===== config.mk =====
export PLATFORM = sky130hd
export DESIGN_NAME = fdn_len_unit
export DESIGN_NICKNAME = d
export VERILOG_FILES = /design/src/rtl/fdn_pkg.sv /design/src/rtl/fdn_len_unit.sv
export SDC_FILE = /design/constraint.sdc
export NUM_CORES = 1
export LEC_CHECK = 0
export BUFFER_PORTS_ARGS = -buffer_cell sky130_fd_sc_hd__buf_2
export CAP_MARGIN = 20
export CORE_ASPECT_RATIO = 0.75
export CORE_MARGIN = 4
export CORE_UTILIZATION = 30
export CTS_CLUSTER_DIAMETER = 150
export DETAILED_ROUTE_END_ITERATION = 8
export PLACE_DENSITY = 0.55
export RECOVER_POWER = 50
export SLEW_MARGIN = 40
export SYNTH_ARGS = -nofsm -noshare
export SYNTH_HDL_FRONTEND = slang
export SYNTH_SLANG_ARGS = --single-unit

===== constraint.sdc =====
create_clock -name i_clk -period 6.9 [get_ports i_clk]
set_input_delay 1.035 -clock i_clk [delete_from_list [all_inputs] [get_ports i_clk]]
set_output_delay 1.035 -clock i_clk [all_outputs]
set_load 0.05 [all_outputs]

===== src/rtl/fdn_pkg.sv =====
// Shared types and constants of the stereo FDN reverb.
package fdn_pkg;

    localparam int LINES_PER_CHANNEL = 4;
    localparam int NUM_LINES         = 2 * LINES_PER_CHANNEL;
    localparam int LINE_SEL_W        = 3;
    localparam int CFG_DATA_W        = 16;
    localparam int CFG_IDX_W         = 3;
    localparam int GAIN_W            = 16;
    localparam int SCALE_W           = 15;
    localparam int LEN_W             = 16;

    // register indexes
    localparam logic [CFG_IDX_W-1:0] CFG_ENABLE = 3'd0;
    localparam logic [CFG_IDX_W-1:0] CFG_STEREO = 3'd1;
    localparam logic [CFG_IDX_W-1:0] CFG_DECAY  = 3'd2;
    localparam logic [CFG_IDX_W-1:0] CFG_DAMP   = 3'd3;
    localparam logic [CFG_IDX_W-1:0] CFG_WET    = 3'd4;
    localparam logic [CFG_IDX_W-1:0] CFG_SCALE  = 3'd5;

    localparam logic [GAIN_W-1:0]  RST_DECAY = 16'd55705;
    localparam logic [GAIN_W-1:0]  RST_DAMP  = 16'd22938;
    localparam logic [GAIN_W-1:0]  RST_WET   = 16'd19661;
    localparam logic [SCALE_W-1:0] RST_SCALE = 15'd8192;

    // base line lengths in samples
    localparam logic [11:0] BASE_LEN [LINES_PER_CHANNEL] = '{
        12'd1637, 12'd2053, 12'd2593, 12'd3271
    };

    // right lines: len = floor(floor(p * 1031 / 2^16) / 125)
    localparam logic [10:0] RIGHT_MUL = 11'd1031;
    // ceil(2^28 / 125): y * RIGHT_RECIP >> 28 equals y / 125 for y < 2^21
    localparam logic [21:0] RIGHT_RECIP = 22'd2147484;

    typedef struct packed {
        logic                  vld;
        logic [LINE_SEL_W-1:0] line;
        logic [LEN_W-1:0]      len;
    } t_len_wr;

endpackage


===== src/rtl/fdn_len_unit.sv =====
// Line length calculator: base * scale, right lines stretched by 1031/1000.
module fdn_len_unit import fdn_pkg::*; #(
    parameter int LINE_DEPTH = 8192
) (
    input  logic               i_clk,
    input  logic               i_rst_n,
    input  logic               i_start,
    input  logic [SCALE_W-1:0] i_scale,
    output logic               o_busy,
    output t_len_wr            o_wr
);

    localparam int PW = 27;
    localparam int YW = 21;
    localparam logic [YW:0] MAX_LEN = (YW+1)'(LINE_DEPTH - 1);

    typedef enum logic [5:0] {
        L_IDLE = 6'b000001,
        L_MUL  = 6'b000010,
        L_LEFT = 6'b000100,
        L_RMUL = 6'b001000,
        L_DIV  = 6'b010000,
        L_OUT  = 6'b100000
    } t_lstate;

    t_lstate               r_state;
    logic [LINE_SEL_W-1:0] r_line;
    logic [PW-1:0]         r_p;
    logic [YW-1:0]         r_y;
    logic [37:0]           w_m;
    logic [42:0]           w_q;
    logic [LEN_W-1:0]      w_len;

    assign w_m = 38'(r_p) * 38'(RIGHT_MUL);
    assign w_q = 43'(r_y) * 43'(RIGHT_RECIP);

    always_comb begin
        if (r_y == '0) begin
            w_len = LEN_W'(1);
        end else if ({1'b0, r_y} > MAX_LEN) begin
            w_len = LEN_W'(LINE_DEPTH - 1);
        end else begin
            w_len = r_y[LEN_W-1:0];
        end
    end

    always_ff @(posedge i_clk) begin
        if (!i_rst_n) begin
            r_state <= L_MUL;
            r_line  <= '0;
        end else if (i_start) begin
            r_state <= L_MUL;
            r_line  <= '0;
        end else begin
            case (r_state)
                L_MUL: begin
                    r_p     <= PW'(BASE_LEN[r_line[1:0]]) * PW'(i_scale);
                    r_state <= r_line[2] ? L_RMUL : L_LEFT;
                end
                L_LEFT: begin
                    r_y     <= YW'(r_p >> 13);
                    r_state <= L_OUT;
                end
                L_RMUL: begin
                    r_y     <= w_m[36:16];
                    r_state <= L_DIV;
                end
                L_DIV: begin
                    // divide by 125 through the reciprocal
                    r_y     <= YW'(w_q[42:28]);
                    r_state <= L_OUT;
                end
                L_OUT: begin
                    r_line  <= r_line + 1'b1;
                    r_state <= (r_line == LINE_SEL_W'(NUM_LINES - 1)) ? L_IDLE : L_MUL;
                end
                default: begin
                    r_state <= L_IDLE;
                end
            endcase
        end
    end

    assign o_busy      = (r_state != L_IDLE);
    assign o_wr.vld    = (r_state == L_OUT);
    assign o_wr.line   = r_line;
    assign o_wr.len    = w_len;

endmodule


==> flow_summary.toml, run 1 <==
[status]
outcome = "complete, but fails checks"
violations = "max-capacitance violations, max-slew violations"

[cts]
clkLatencyLatePin_ns = 0.34
cts_buffer_depth = 2
clock_sinks = 57
cts-htree-levels = 3
root_buffer = "clkbuf_16"
clk_pin_slew_ns = 0.06
cts_tree = "yes"
postCtsHoldBufs = 0
cts_made_buffers = 9

[setup_path]
start_kind = "flop"
arrival_ns = 6.56
path_class = "flop to flop"
crit_path_top_delay_cell = "edfxtp_1"
reg2reg_slack_ns = 0.40
crit_chain = "inv_1 > ha_1 > ha_1 > ha_1 > inv_1 > fa_1 > fa_1 > inv_1 > fa_1 > ha_1 > ha_1 > a21oi_1 > o21ai_0 > a2111oi_1 > o41ai_1 > a221o_1 > a21oi_1 > o21ai_0 > xnor2_1 > o21ai_0"
crit_top_cell = "ha_1"
rr_startpoint = "r_y[11]"
worst_setup_path_end_kind = "flop"
critPathMaxStageDelay_ns = 0.81
r2r-end = "r_y[13]"
r2r_cells = 20
cp_max_fo = 8
worstPathRequired_ns = 6.96

[sta]
finalClockSkew_ns = 0.01148
min_period_over_period = 0.9422
relSlewSlack = -0.02626
rsz0062_at_grt = "false"
drv_slew = 30
setup_viol_count_final = 0
tns_ns = 0
period_needed_ns = 6.501
tightest_slew_ns = 1.539
timing.fmax_ghz = 0.1538
hold_viol = 0

[synth]
avgSynthCellArea_sq_um = 9.397
synthMuxAreaShare = 0.001271
ys_async_sr_fraction = 0
synth-xor-area-share = 0.02503
synth_edf_count = 48
synth_area_sq_um = 15750
synth_adder_area_share = 0.5711
yosys_warnings = 0
ys_ff_latch = 57
ys_types = 63
synthSimpleGateAreaFrac = 0.09105
synth_top_family_by_area = "adder cells"
synth_seq_area_share = 0.1030
syn_nets = 2282
syn_inst = 1676
synth-compound-area-share = 0.09446
ys.flop_type = "edfxtp_1"

[floorplanning]
initial_core_util = 0.3046
die_x_microns = 272.6
dieHeight_microns = 206.4
row_count = 72
dieArea_sq_um = 56260
core_sq_um = 51710
io_pins = 39

[cells_and_area]
syn2layout_area_growth_pct = 9.248
drive_above_1_share = 0.04600
final_common_cell = "inv_1"
antenna_cells = 0
final_nets = 2340
most-common-layout-cells = "inv_1, ha_1, fa_1"

[power]
ir_drop_mv = 0.4831
p_leak_nw = 9.215
power.total_mw = 5.369
power_density_nw_per_um2 = 312.1

[drt]
vias = 11280
routed_via_density = 4.620
drc = 0
drt_wl_total_microns = 38620
drt-pass1-iter-count = 5
wl_per_cell_microns = 15.82
drt_iter0_drc = 631
final_antenna_net_count = 0

[worst_hold_path]
min_to = "r_state[2]"
holdCritStartpoint = "r_line[2]"
whs_path_depth = 1
hp-class = "flop to flop"

[global_routing]
antenna_found_initial = 0
grt_max_degree = 30
overflow = 0
grt_pass1_vias = 12040
grt_pass1_wl_microns = 64050
grt_usage = 0.1437

[placement]
numPortBuffers = 38
hpwl_microns = 34200
place_congestion = 0.8911

[flow_run]
max_cap_viol_count = 1
==> cell usage after synthesis (7+ instances only) <==
master,instances,share of area
nand2b_1,27,0.011
a21o_1,36,0.017
ha_1,370,0.29
clkbuf_1,12,0.0029
nor3_1,21,0.0067
dfxtp_1,9,0.011
a21oi_1,61,0.019
a211oi_1,7,0.0033
xor2_1,15,0.0083
nand4_1,12,0.0048
edfxtp_1,48,0.092
o21ai_0,36,0.011
and2_1,16,0.0064
inv_1,464,0.11
fa_1,218,0.28
xnor2_1,30,0.017
nand2_1,58,0.014
a22oi_1,8,0.0038
nor2b_1,26,0.010
nor2_1,77,0.018
nand3_1,19,0.0060
o21bai_1,13,0.0062
==> report_power, final <==
part | switching [mW] | internal [mW] | total [mW] | leakage, nW
Clock | 0.172 | 0.275 | 0.447 | 0.142
Sequential | 0.0817 | 0.485 | 0.567 | 0.506
Combinational | 2.47 | 1.88 | 4.35 | 8.57
Total | 2.73 | 2.64 | 5.37 | 9.21
==> worst max-delay path by stage <==
stage,from,to,slack (ns),cells after the start
floorplan,r_line[0],r_p[25],0.26,21
global placement,i_scale[5],r_p[25],0.41,20
detailed placement,i_scale[5],r_p[25],0.36,20
CTS,r_y[7],r_y[13],0.34,22
global route,r_y[11],r_y[12],0.03,20
finish,r_y[11],r_y[13],0.40,20
==> cell type report <==
type                       count  area (sq um)
clock buffer                   9         225.2
timing repair buffer          60         337.8
inverter                     464          1742
tap                          703         879.6
fill                        5355         34500
sequential                    57          1622
multi-input combinational   1142         12340
clock inverter                 7         61.31
==> timing repair <==
| item | in CTS | in global routing |
|---|---|---|
| resized for setup | 0 | 1 |
| setup endpoints to repair | 0 | 1 |
| buffers inserted | 0 | 3 |
==> worst max-delay path: cells and delay by family (launching register included) <==
| family | cells | cell delay, ns |
|---|---|---|
| buf+inv | 3 | 0.21 |
| fa+ha+maj | 8 | 3.14 |
| flops | 1 | 0.81 |
| compound gates | 8 | 1.91 |
| xor+xnor | 1 | 0.16 |
==> per-layer routing <==
metal	GRT usage	share of wire
met1	0.2149	0.52
met2	0.2165	0.41
met3	0.03122	0.060
met4	0.02105	0.0097
met5	0	0
==> kinds of logic (layout without fill, tap and decap cells) <==
logic type	after synthesis	in the layout
fa+ha+maj	588	588
buf+inv	477	540
compound gates	220	220
simple gates	287	287
flops	57	57
xor+xnor	45	45
mux	2	2
==> stage by stage <==
step | std cells | area, sq um | hold WS [ns] | util | setup slack (ns)
floorplan | 1676 | 15750 | 0.5460 | - | 0.2583
global placement | 2423 | 16910 | 0.4604 | 0.3270 | 0.4133
detailed placement | 2423 | 16920 | 0.4787 | 0.3271 | 0.3596
CTS | 2439 | 17200 | 0.5042 | 0.3327 | 0.3376
global route | 2442 | 17210 | 0.5237 | 0.3327 | 0.03484
finish | 2442 | 17210 | 0.4933 | 0.3327 | 0.3992
==> sequential cells by signal, indices dropped and copies added (netlist names) <==
register and cells:
r_p 27, r_state 6, r_line 3, r_y 21
(Power assumes the default switching activity.)
==> inputs of run 2 (changes only) <==
Settings changed: CTS_CLUSTER_SIZE set to 12.
Clock period 6.9 ns to 6.7 ns, I/O delays scaled along.
==> run 2 against run 1 <==
The flow still finishes with violations (max-capacitance violations, max-slew violations). Fmax is 2.6% higher. Clock skew hardly changed. Die area stayed put. Cell count up 0.25%. First-iteration DRC count shrank 1.9%. Routed wire length grew 0.35%. Sequential share of layout area about the same. Highest routed layer unchanged.
==> flow_summary.toml, run 2 (synthesis gave the netlist of run 1 again) <==
[placement]
place_area_sq_um = 16970
place_congestion = 0.8804
numPortBuffers = 38
hpwl_microns = 34420

[drt]
drt_iter0_drc = 619
drt-pass1-iter-count = 5
drc = 0
routed_via_density = 4.596
final_antenna_net_count = 0
wl_per_cell_microns = 15.83
drt_wl_total_microns = 38760
vias = 11250

[cells_and_area]
largest_reg_flops = 27
finalInstanceArea_sq_um = 17270
reg.largest.list = "r_p: 27 flops, r_y: 21 flops, r_state: 6 flops"
register_area_sq_um = 1622
final_nets = 2346
drive_above_1_share = 0.05043
most-common-layout-cells = "inv_1, ha_1, fa_1"
regMostFlops = "r_p"
utilization = 0.3340
fillers = 5430
syn2layout_area_growth_pct = 9.677
final_common_cell = "inv_1"
antenna_cells = 0
multiInputGateArea_sq_um = 12350

[global_routing]
grt_usage = 0.1454
grt_max_degree = 30
overflow = 0
grt_pass1_vias = 11990
grt_pass1_wl_microns = 64770
antenna_found_initial = 0

[cts]
clock_sinks = 57
cts-htree-levels = 3
root_buffer = "clkbuf_16"
cts_buffer_depth = 2
postCtsHoldBufs = 0
clk_pin_slew_ns = 0.06
cts_made_buffers = 9
cts_tree = "yes"
clkLatencyLatePin_ns = 0.34

[floorplanning]
dieHeight_microns = 206.4
io_pins = 39
row_count = 72
dieArea_sq_um = 56260
initial_core_util = 0.3046
core_sq_um = 51710
die_x_microns = 272.6

[sta]
setup_viol_count_final = 0
relSlewSlack = -0.01049
min_period_over_period = 0.9459
rsz0062_at_grt = "false"
tns_ns = 0
finalClockSkew_ns = 0.01116
period_needed_ns = 6.337
timing.fmax_ghz = 0.1578
hold_ws_ns = 0.4837
tightest_slew_ns = 1.516
drv_slew = 30
hold_viol = 0

[setup_path]
arrival_ns = 6.39
reg2reg_slack_ns = 0.36
worstPathRequired_ns = 6.75
path_class = "flop to flop"
start_kind = "flop"
cp_max_fo = 4
worst_setup_path_end_kind = "flop"

[status]
outcome = "complete, but fails checks"
violations = "max-capacitance violations, max-slew violations"

[flow_run]
max_cap_viol_count = 1

[power]
p_leak_nw = 9.249
power_density_nw_per_um2 = 320.1
ir_drop_mv = 0.4373

[worst_hold_path]
hp-class = "flop to flop"
-- run 2: routing by layer --
| metal | vias to the layer above | wire length, microns | track usage |
|---|---|---|---|
| met5 | - | 0 | 0 |
| met4 | 0 | 345 | 0.01902 |
| met3 | 24 | 2335 | 0.03227 |
| met2 | 187 | 16060 | 0.2190 |
| met1 | 5509 | 20020 | 0.2181 |
| li1 | 5531 | - | - |
-- run 2: per-stage QoR --
| step | instances | setup WS (ns) | power, mW |
|---|---|---|---|
| after floorplan | 1676 | 0.05825 | 4.121 |
| after global placement | 2430 | 0.2465 | 5.051 |
| after detailed placement | 2430 | 0.1993 | 5.083 |
| after CTS | 2446 | 0.1623 | 5.578 |
| after global routing | 2448 | 0.008013 | 6.316 |
| final | 2448 | 0.3626 | 5.529 |
-- run 2: report_power, final --
part	total [mW]	leakage (nW)	switching (mW)	internal [mW]
sequential	0.584	0.506	0.0842	0.500
combinational	4.49	8.60	2.55	1.95
clock	0.452	0.142	0.168	0.283
total	5.53	9.25	2.80	2.73
-- run 2: path summary, 6_finish.rpt --
path              from         end  cells past startpoint
min reg2reg  r_line[2]  r_state[2]                      1
min          r_line[2]  r_state[2]                      1
max reg2reg     r_y[6]     r_y[13]                     22
max             r_y[6]     r_y[13]                     22
-- run 2: repair_timing --
action	in CTS	in global routing
setup buffers	0	2
resized for setup	0	5
endpoints found under the setup margin	0	8
-- run 2: area by class of cell --
cell class	instances	share of cell area
multi-input combinational	1142	0.7149
inverter	464	0.1008
sequential	57	0.09388
tap	703	0.05092
timing repair buffer	66	0.02289
clock buffer	9	0.01304
clock inverter	7	0.003549
-- run 2: critical path, cell delays in order (launching register included) --
cell	delay [ns]
edfxtp_1	0.43
inv_1	0.18
ha_1	0.26
ha_1	0.24
fa_1	0.54
inv_1	0.05
fa_1	0.47
inv_1	0.05
fa_1	0.50
fa_1	0.59
inv_1	0.07
fa_1	0.52
inv_1	0.06
ha_1	0.24
a21oi_1	0.15
o21ai_0	0.13
a2111oi_2	0.37
o41ai_1	0.16
a221o_1	0.32
a21oi_1	0.26
o21ai_0	0.21
xnor2_1	0.17
o21ai_0	0.09
